**config.mk**
```make
export PLATFORM = sky130hd
export DESIGN_NAME = ieee754_widen_to_double
export DESIGN_NICKNAME = d
export VERILOG_FILES = /design/src/hw/rtl/w2d_pkg.sv /design/src/hw/rtl/ieee754_widen_to_double.sv /design/src/hw/rtl/w2d_unpack.sv /design/src/hw/rtl/w2d_widen.sv
export VERILOG_INCLUDE_DIRS = /design/src /design/src/hw/rtl
export SDC_FILE = /design/constraint.sdc
export NUM_CORES = 1
export LEC_CHECK = 0
export BUFFER_PORTS_ARGS = -buffer_cell sky130_fd_sc_hd__buf_2
export CAP_MARGIN = 20
export CORE_MARGIN = 2
export CORE_UTILIZATION = 35
export DETAILED_ROUTE_END_ITERATION = 10
export SETUP_SLACK_MARGIN = 0.15
export SYNTH_ARGS = -nofsm -noshare
export SYNTH_HDL_FRONTEND = slang
export SYNTH_HIERARCHICAL = 1
export SYNTH_SLANG_ARGS = --single-unit
```
**constraint.sdc**
```tcl
create_clock -name clk -period 7.9 [get_ports clk]
set_clock_uncertainty 0.15 [all_clocks]
set_input_delay 1.58 -clock clk [delete_from_list [all_inputs] [get_ports clk]]
set_output_delay 1.58 -clock clk [all_outputs]
set_load 0.005 [all_outputs]
```
**src/hw/rtl/assert_macros.svh**
```systemverilog
// assertion macros used by the top-level rtl file
// no dependencies
`ifndef ASSERT_MACROS_SVH
`define ASSERT_MACROS_SVH
// property checked every clock, off during reset
`define CHK(lbl, prop) \
  lbl: assert property (@(posedge clk) disable iff (rst) (prop)) \
    else $error("lbl failed");
// implication checked every clock, off during reset
`define CHK_IMP(lbl, ante, cons) \
  lbl: assert property (@(posedge clk) disable iff (rst) (ante) |-> (cons)) \
    else $error("lbl failed");
`endif

```
**src/hw/rtl/w2d_pkg.sv**
```systemverilog
// package for the widening converter: codes, types and a highest-set-bit function
// no dependencies
package w2d_pkg;
  typedef enum logic [2:0] {
    CLS_ZERO = 3'd0,
    CLS_SUB  = 3'd1,
    CLS_NORM = 3'd2,
    CLS_INF  = 3'd3,
    CLS_NAN  = 3'd4
  } value_class_t;

  typedef enum logic [1:0] {
    SZ_HALF   = 2'd0,
    SZ_SINGLE = 2'd1,
    SZ_DOUBLE = 2'd2
  } fmt_size_t;

  localparam logic [63:0] D_QNAN = 64'h7FF8000000000000;
  localparam logic [10:0] D_EMAX = 11'h7FF;

  // fields pulled out of the raw word
  typedef struct packed {
    fmt_size_t   size;
    logic        sgn;
    logic [10:0] expo;
    logic [51:0] frac;
  } fields_t;

  // index of the highest set bit of a 23 bit fraction
  function automatic logic [4:0] top_bit(input logic [22:0] f);
    logic [4:0] p;
    p = 5'd0;
    for (int k = 0; k < 23; k++) begin
      if (f[k]) p = 5'(k);
    end
    return p;
  endfunction
endpackage

```
**src/hw/rtl/ieee754_widen_to_double.sv**
```systemverilog
// top level of the half/single/double to binary64 converter
// depends on w2d_pkg, w2d_unpack, w2d_widen, assert_macros.svh
//
//  channel | valid     | stall     | payload
//  in      | in_valid  | in_stall  | func, raw_bytes
//  out     | out_valid | out_stall | value_bits, value_class
//
// one request per cycle sustained while out_stall is low; a result passes the input register, then the result register
// the input register feeds byte ordering, field split and assembly in one pass
// a second (result) register holds the result until the consumer takes it
// in_stall rises only when both registers are full and the output is stalled
// rst clears both valid flags; payload registers are not reset
`include "assert_macros.svh"
module ieee754_widen_to_double (
  input  logic        clk,
  input  logic        rst,
  input  logic        in_valid,
  output logic        in_stall,
  input  logic [2:0]  func,
  input  logic [63:0] raw_bytes,
  output logic        out_valid,
  input  logic        out_stall,
  output logic [63:0] value_bits,
  output logic [2:0]  value_class
);
  import w2d_pkg::*;

  // input register
  logic        s1_valid;
  logic [2:0]  s1_func;
  logic [63:0] s1_raw;

  fields_t      fields;
  logic [63:0]  conv_bits;
  value_class_t conv_class;

  logic s1_move;
  logic out_load;

  w2d_unpack u_unpack (.func(s1_func), .raw_bytes(s1_raw), .fields(fields));
  w2d_widen  u_widen  (.fields(fields), .value_bits(conv_bits), .value_class(conv_class));

  // result register frees when empty or taken
  assign out_load = !out_valid || !out_stall;
  assign s1_move  = s1_valid && out_load;
  // input register frees when empty or moving on
  assign in_stall = s1_valid && !out_load;

  always_ff @(posedge clk) begin
    if (rst) begin
      s1_valid <= 1'b0;
    end else if (!in_stall) begin
      s1_valid <= in_valid;
    end
  end

  always_ff @(posedge clk) begin
    if (in_valid && !in_stall) begin
      s1_func <= func;
      s1_raw  <= raw_bytes;
    end
  end

  always_ff @(posedge clk) begin
    if (rst) begin
      out_valid <= 1'b0;
    end else if (out_load) begin
      out_valid <= s1_valid;
    end
  end

  always_ff @(posedge clk) begin
    if (s1_move) begin
      value_bits  <= conv_bits;
      value_class <= conv_class;
    end
  end

  `CHK_IMP(a_stall_needs_full, in_stall, s1_valid && out_valid && out_stall)
  `CHK_IMP(a_out_holds, out_valid && out_stall, ##1 (out_valid && $stable(value_bits)))
  `CHK_IMP(a_nan_bits, out_valid && value_class == CLS_NAN, value_bits == D_QNAN)
  `CHK_IMP(a_zero_bits, out_valid && value_class == CLS_ZERO, value_bits == 64'd0)
endmodule

```
**src/hw/rtl/w2d_unpack.sv**
```systemverilog
// byte ordering and field split of the raw input
// depends on w2d_pkg
module w2d_unpack (
  input  logic [2:0]       func,
  input  logic [63:0]      raw_bytes,
  output w2d_pkg::fields_t fields
);
  import w2d_pkg::*;

  logic [63:0] word;
  logic        big;

  assign big = func[0];

  always_comb begin
    word = '0;
    fields = '0;
    case (func[2:1])
      SZ_HALF: begin
        word[15:0] = big ? {raw_bytes[7:0], raw_bytes[15:8]} : raw_bytes[15:0];
        fields.size = SZ_HALF;
        fields.sgn  = word[15];
        fields.expo = {6'd0, word[14:10]};
        fields.frac = {42'd0, word[9:0]};
      end
      SZ_SINGLE: begin
        word[31:0] = big ? {raw_bytes[7:0], raw_bytes[15:8], raw_bytes[23:16],
                            raw_bytes[31:24]} : raw_bytes[31:0];
        fields.size = SZ_SINGLE;
        fields.sgn  = word[31];
        fields.expo = {3'd0, word[30:23]};
        fields.frac = {29'd0, word[22:0]};
      end
      default: begin
        for (int i = 0; i < 8; i++) begin
          word[8*i +: 8] = big ? raw_bytes[8*(7-i) +: 8] : raw_bytes[8*i +: 8];
        end
        fields.size = SZ_DOUBLE;
        fields.sgn  = word[63];
        fields.expo = word[62:52];
        fields.frac = word[51:0];
      end
    endcase
  end
endmodule

```
**src/hw/rtl/w2d_widen.sv**
```systemverilog
// classification and binary64 assembly from split fields
// depends on w2d_pkg
module w2d_widen (
  input  w2d_pkg::fields_t     fields,
  output logic [63:0]          value_bits,
  output w2d_pkg::value_class_t value_class
);
  import w2d_pkg::*;

  logic [10:0] emax;
  logic [10:0] bias_adj;
  logic [4:0]  p;
  logic [22:0] f23;
  logic [51:0] sub_frac;
  logic [10:0] sub_exp;

  assign f23 = fields.frac[22:0];
  assign p   = top_bit(f23);

  always_comb begin
    case (fields.size)
      SZ_HALF:   begin emax = 11'h01F; bias_adj = 11'd1008; end
      SZ_SINGLE: begin emax = 11'h0FF; bias_adj = 11'd896;  end
      default:   begin emax = D_EMAX;  bias_adj = 11'd0;    end
    endcase
    // subnormal: p + 1 + 1023 - bias - fbits
    if (fields.size == SZ_HALF) begin
      sub_exp  = 11'd999 + {6'd0, p};
      sub_frac = {42'd0, f23[9:0] & ~(10'd1 << p[3:0])} << (6'd52 - {1'b0, p});
    end else begin
      sub_exp  = 11'd874 + {6'd0, p};
      sub_frac = {29'd0, f23 & ~(23'd1 << p)} << (6'd52 - {1'b0, p});
    end
  end

  always_comb begin
    if (fields.expo == '0 && fields.frac == '0) begin
      value_bits = '0;
      value_class = CLS_ZERO;
    end else if (fields.expo == emax) begin
      if (fields.frac != '0) begin
        value_bits = D_QNAN;
        value_class = CLS_NAN;
      end else begin
        value_bits = {fields.sgn, D_EMAX, 52'd0};
        value_class = CLS_INF;
      end
    end else if (fields.expo == '0) begin
      value_class = CLS_SUB;
      if (fields.size == SZ_DOUBLE) value_bits = {fields.sgn, 11'd0, fields.frac};
      else value_bits = {fields.sgn, sub_exp, sub_frac};
    end else begin
      value_class = CLS_NORM;
      case (fields.size)
        SZ_HALF:   value_bits = {fields.sgn, fields.expo + bias_adj,
                                 fields.frac[9:0], 42'd0};
        SZ_SINGLE: value_bits = {fields.sgn, fields.expo + bias_adj,
                                 fields.frac[22:0], 29'd0};
        default:   value_bits = {fields.sgn, fields.expo, fields.frac};
      endcase
    end
  end
endmodule
```
==> summary.md <==
| Metric | Value |
|---|---|
| Outcome | finished, final reports clean |
| Drt pass-1 iters | 6 |
| Distinct cells, synth | 90 |
| Largest net degree at the start of global routing | 69 |
| Post-CTS setup buffer count | 0 |
| CTS root buffer | clkbuf_16 |
| Diodes inserted | 0 |
| Crit path DAT | 6820 ps |
| H-tree levels | 4 |
| Core Area | 28500 µm² |
| Measured slew at the worst slew-check pin | 1130 ps |
| HP Start | s1_valid |
| Filler Cells Inserted | 2854 |
| Final wirelength | 40300 µm |
| Top FF cell, synth | edfxtp_1 |
| Post-Synthesis Cells | 1064 |
| CP delay by family, top | compound AO/OA/AOI/OAI gates |
| Yosys Warn Count | 6 |
| Reg-to-Reg Start | s1_func[0] |
| FMAX | 0.149 GHz |
| Seq cells post-synth | 136 |
| Initial Utilization | 35.3% |
| Hold Buf Count CTS | 0 |
| Cts repair resizes | 0 |
| Die Span X | 174 µm |
| Vias in the first global route | 9092 |
| CTS Sinks | 136 |
| Die Area | 30200 µm² |
| Worst setup path startpoint | s1_func[0] |
| Crit end category | register |
| Pre-CTS WS | 1420 ps |
| Grt ovf | 0 |
| Routability congestion estimate from global placement | 1.01 |
| Relative slew slack | 24.5% |
| DIE HEIGHT | 174 µm |
| Async SR Flop Fraction | 0% |
| Share of cells above drive strength 1 | 22.8% |
| Post-synth EDFFs | 134 |
| Reg2reg path depth | 16 |
| RSZ-0062 raised after global routing | false |
| # setup viols final | 0 |
| Hpwl dp | 30200 µm |
| CP max FO | 54 |
| Cell area after synthesis | 10100 µm² |
| Hold Violations, Final | 0 |
| Hold crit path type | register to register |
| Crit path largest cell delay | 770 ps |
| Worst setup margin | 1190 ps |
| Detailed-route via count | 10000 |
| Peak VDD IR | 0.000121 V |
| Clock Tree Buf Depth | 2 |
| Critical path depth in cells | 16 |
| Vias per cell | 6.32 |
| Slew Viols, Final | 0 |
| Crit path cell chain | buf_4, o22ai_1, a21oi_1, nor2b_1, o21ai_1, nand2_1, o21ai_4, inv_2, ha_1, ha_1, a21boi_0, mux2_2, mux2i_1, a22oi_1, a32oi_1, nor2_1 |
| Wire per inst | 25.5 µm |
| Final ANT Viol Nets | 0 |
| Pwr/cell area | 221 nW/µm² |
| Seq/Total Area, Yosys | 40.3% |
| Clk Latency, worst-skew pair | 430 ps |
| Clock transition at path regs | 60 ps |
| Worst Path Buf+Inv | 2 |
| WHS | 361 ps |
| Worst hold stages | 2 |
| CTS tree | yes |
| Min Clock Period, post-route | 6710 ps |
| Crit path required time | 8010 ps |
| DR DRC count | 0 |
| Area growth syn-to-layout | 17.3% |
| I/O pin cnt | 140 |
| CP most frequent cell | ha_1 |
| # port buffers | 139 |
| Critical path startpoint category | register |
| Initial antenna violation count | 1 |
| Setup CP Type | register to register |
| Maxcap violations | 0 |
| First-pass GRT wire length | 59000 µm |
| Total track usage | 25.8% |
| Final nets | 1277 |
| CTS Buf Count | 17 |
| Fin Setup TNS | 0 ps |
| Iter 0 DRT Violations | 1447 |
| Mapped Nets | 1154 |
| Fin crit share | 84.9% |
| Slowest cell on crit path | a21oi_1 |
| Leakage power | 4.52 nW |
| # rows | 62 |
| Avg Inst Size Synth | 9.48 µm² |
[cells in the final DEF, fill, tap and decap left out, drive strengths merged, types with 16 or more instances in the layout]
| cell | netlist | final |
|---|---|---|
| nor4 | 18 | 18 |
| clkbuf | 41 | 17 |
| and2 | 19 | 19 |
| nor2b | 16 | 16 |
| buf | 42 | 187 |
| ha | 18 | 18 |
| inv | 28 | 30 |
| a221oi | 21 | 21 |
| o22ai | 39 | 39 |
| nand2 | 65 | 65 |
| a21oi | 92 | 92 |
| nand3 | 17 | 17 |
| a211oi | 28 | 28 |
| nor3 | 29 | 29 |
| nor2 | 104 | 104 |
| o21ai | 81 | 81 |
| nand2b | 16 | 16 |
| edfxtp | 134 | 134 |
| mux2i | 48 | 48 |
[through the flow]
stage	utilization [%]	std cells	instance area, µm²	power [mW]
2_1_floorplan	-	1064	10100	1.47
3_5_place_dp	39.3	1552	11200	1.78
6_report	41.4	1584	11800	2.62
5_1_grt	41.4	1584	11800	2.70
3_3_place_gp	39.3	1552	11200	1.79
4_1_cts	41.4	1584	11800	2.60
[worst reg2reg max path: stages, from the launching register on]
cell and delay (ps):
edfxtp_1 410, buf_4 550, o22ai_1 190, a21oi_1 770
nor2b_1 150, o21ai_1 300, nand2_1 240, o21ai_4 580
inv_2 360, ha_1 390, ha_1 260, a21boi_0 510
mux2_2 300, mux2i_1 160, a22oi_1 660, a32oi_1 340
nor2_1 240
[cell families after synthesis]
logic type	count (synthesis)	synth area share, %
AOI/OAI and AO/OA	405	27.8
and+or+nand+nor	314	15.4
DFF	136	40.3
buffers and inverters	114	5.29
muxes	70	8.26
adders and majority gates	19	2.43
xor gates and xnor gates	6	0.521
[synth_stat cells, types with 7 or more instances]
cell,count,area share [%]
nand2_1,65,2.4
o2bb2ai_1,8,0.69
o21ai_0,76,3.8
and3_1,9,0.56
and2_1,18,1.1
nand3_1,16,0.79
mux2i_1,48,4.8
mux4_2,9,2.0
edfxtp_1,134,40
nor2b_1,16,0.99
nand2b_1,16,0.99
buf_6,7,0.78
mux2_2,12,1.3
a211oi_1,24,1.8
buf_2,24,1.2
o211ai_1,11,0.82
o22ai_1,39,2.4
a22oi_1,12,0.89
a221o_1,9,0.89
nor4_1,14,0.87
a21o_1,14,1.0
a21oi_1,91,4.5
nor2_1,104,3.9
nor3_1,28,1.4
o21a_1,7,0.52
buf_1,7,0.26
o31ai_1,10,0.74
clkbuf_1,41,1.5
inv_1,25,0.93
a221oi_1,19,1.7
ha_1,18,2.2
[registers in the layout, indices dropped and copies added, names as in the netlist]
name / cells
value_bits: 64
out_valid: 1
s1_valid: 1
value_class: 3
s1_func: 3
s1_raw: 64
[layer usage]
metal  GRT usage [%]  vias up  part of all wire, %
li1                -     4403                    -
met3            5.07      118                   11
met4            12.2        2                  4.3
met5               0        -                0.027
met1            35.8     4751                   41
met2            38.7      734                   44
[power breakdown]
| part | internal [mW] | switching [mW] | total [mW] | leakage, nW |
|---|---|---|---|---|
| sequential | 0.849 | 0.0254 | 0.874 | 1.30 |
| combinational | 0.312 | 0.614 | 0.927 | 2.93 |
| clock | 0.497 | 0.318 | 0.815 | 0.293 |
[path summary, 6_finish.rpt]
path	to	slack, ps
max	value_bits[19]	1190
min reg2reg	s1_valid	360
min	s1_valid	360
max reg2reg	value_bits[19]	1190
[area by class of cell]
class | count | area (µm²) | share of cell area, %
tap | 384 | 480 | 4.06
inverter | 31 | 116 | 0.984
timing repair buffer | 187 | 1060 | 8.93
multi-input combinational | 814 | 5510 | 46.6
clock inverter | 15 | 176 | 1.49
clock buffer | 17 | 425 | 3.60
sequential | 136 | 4060 | 34.4
Note: power is estimated with default switching activity, not from simulation.
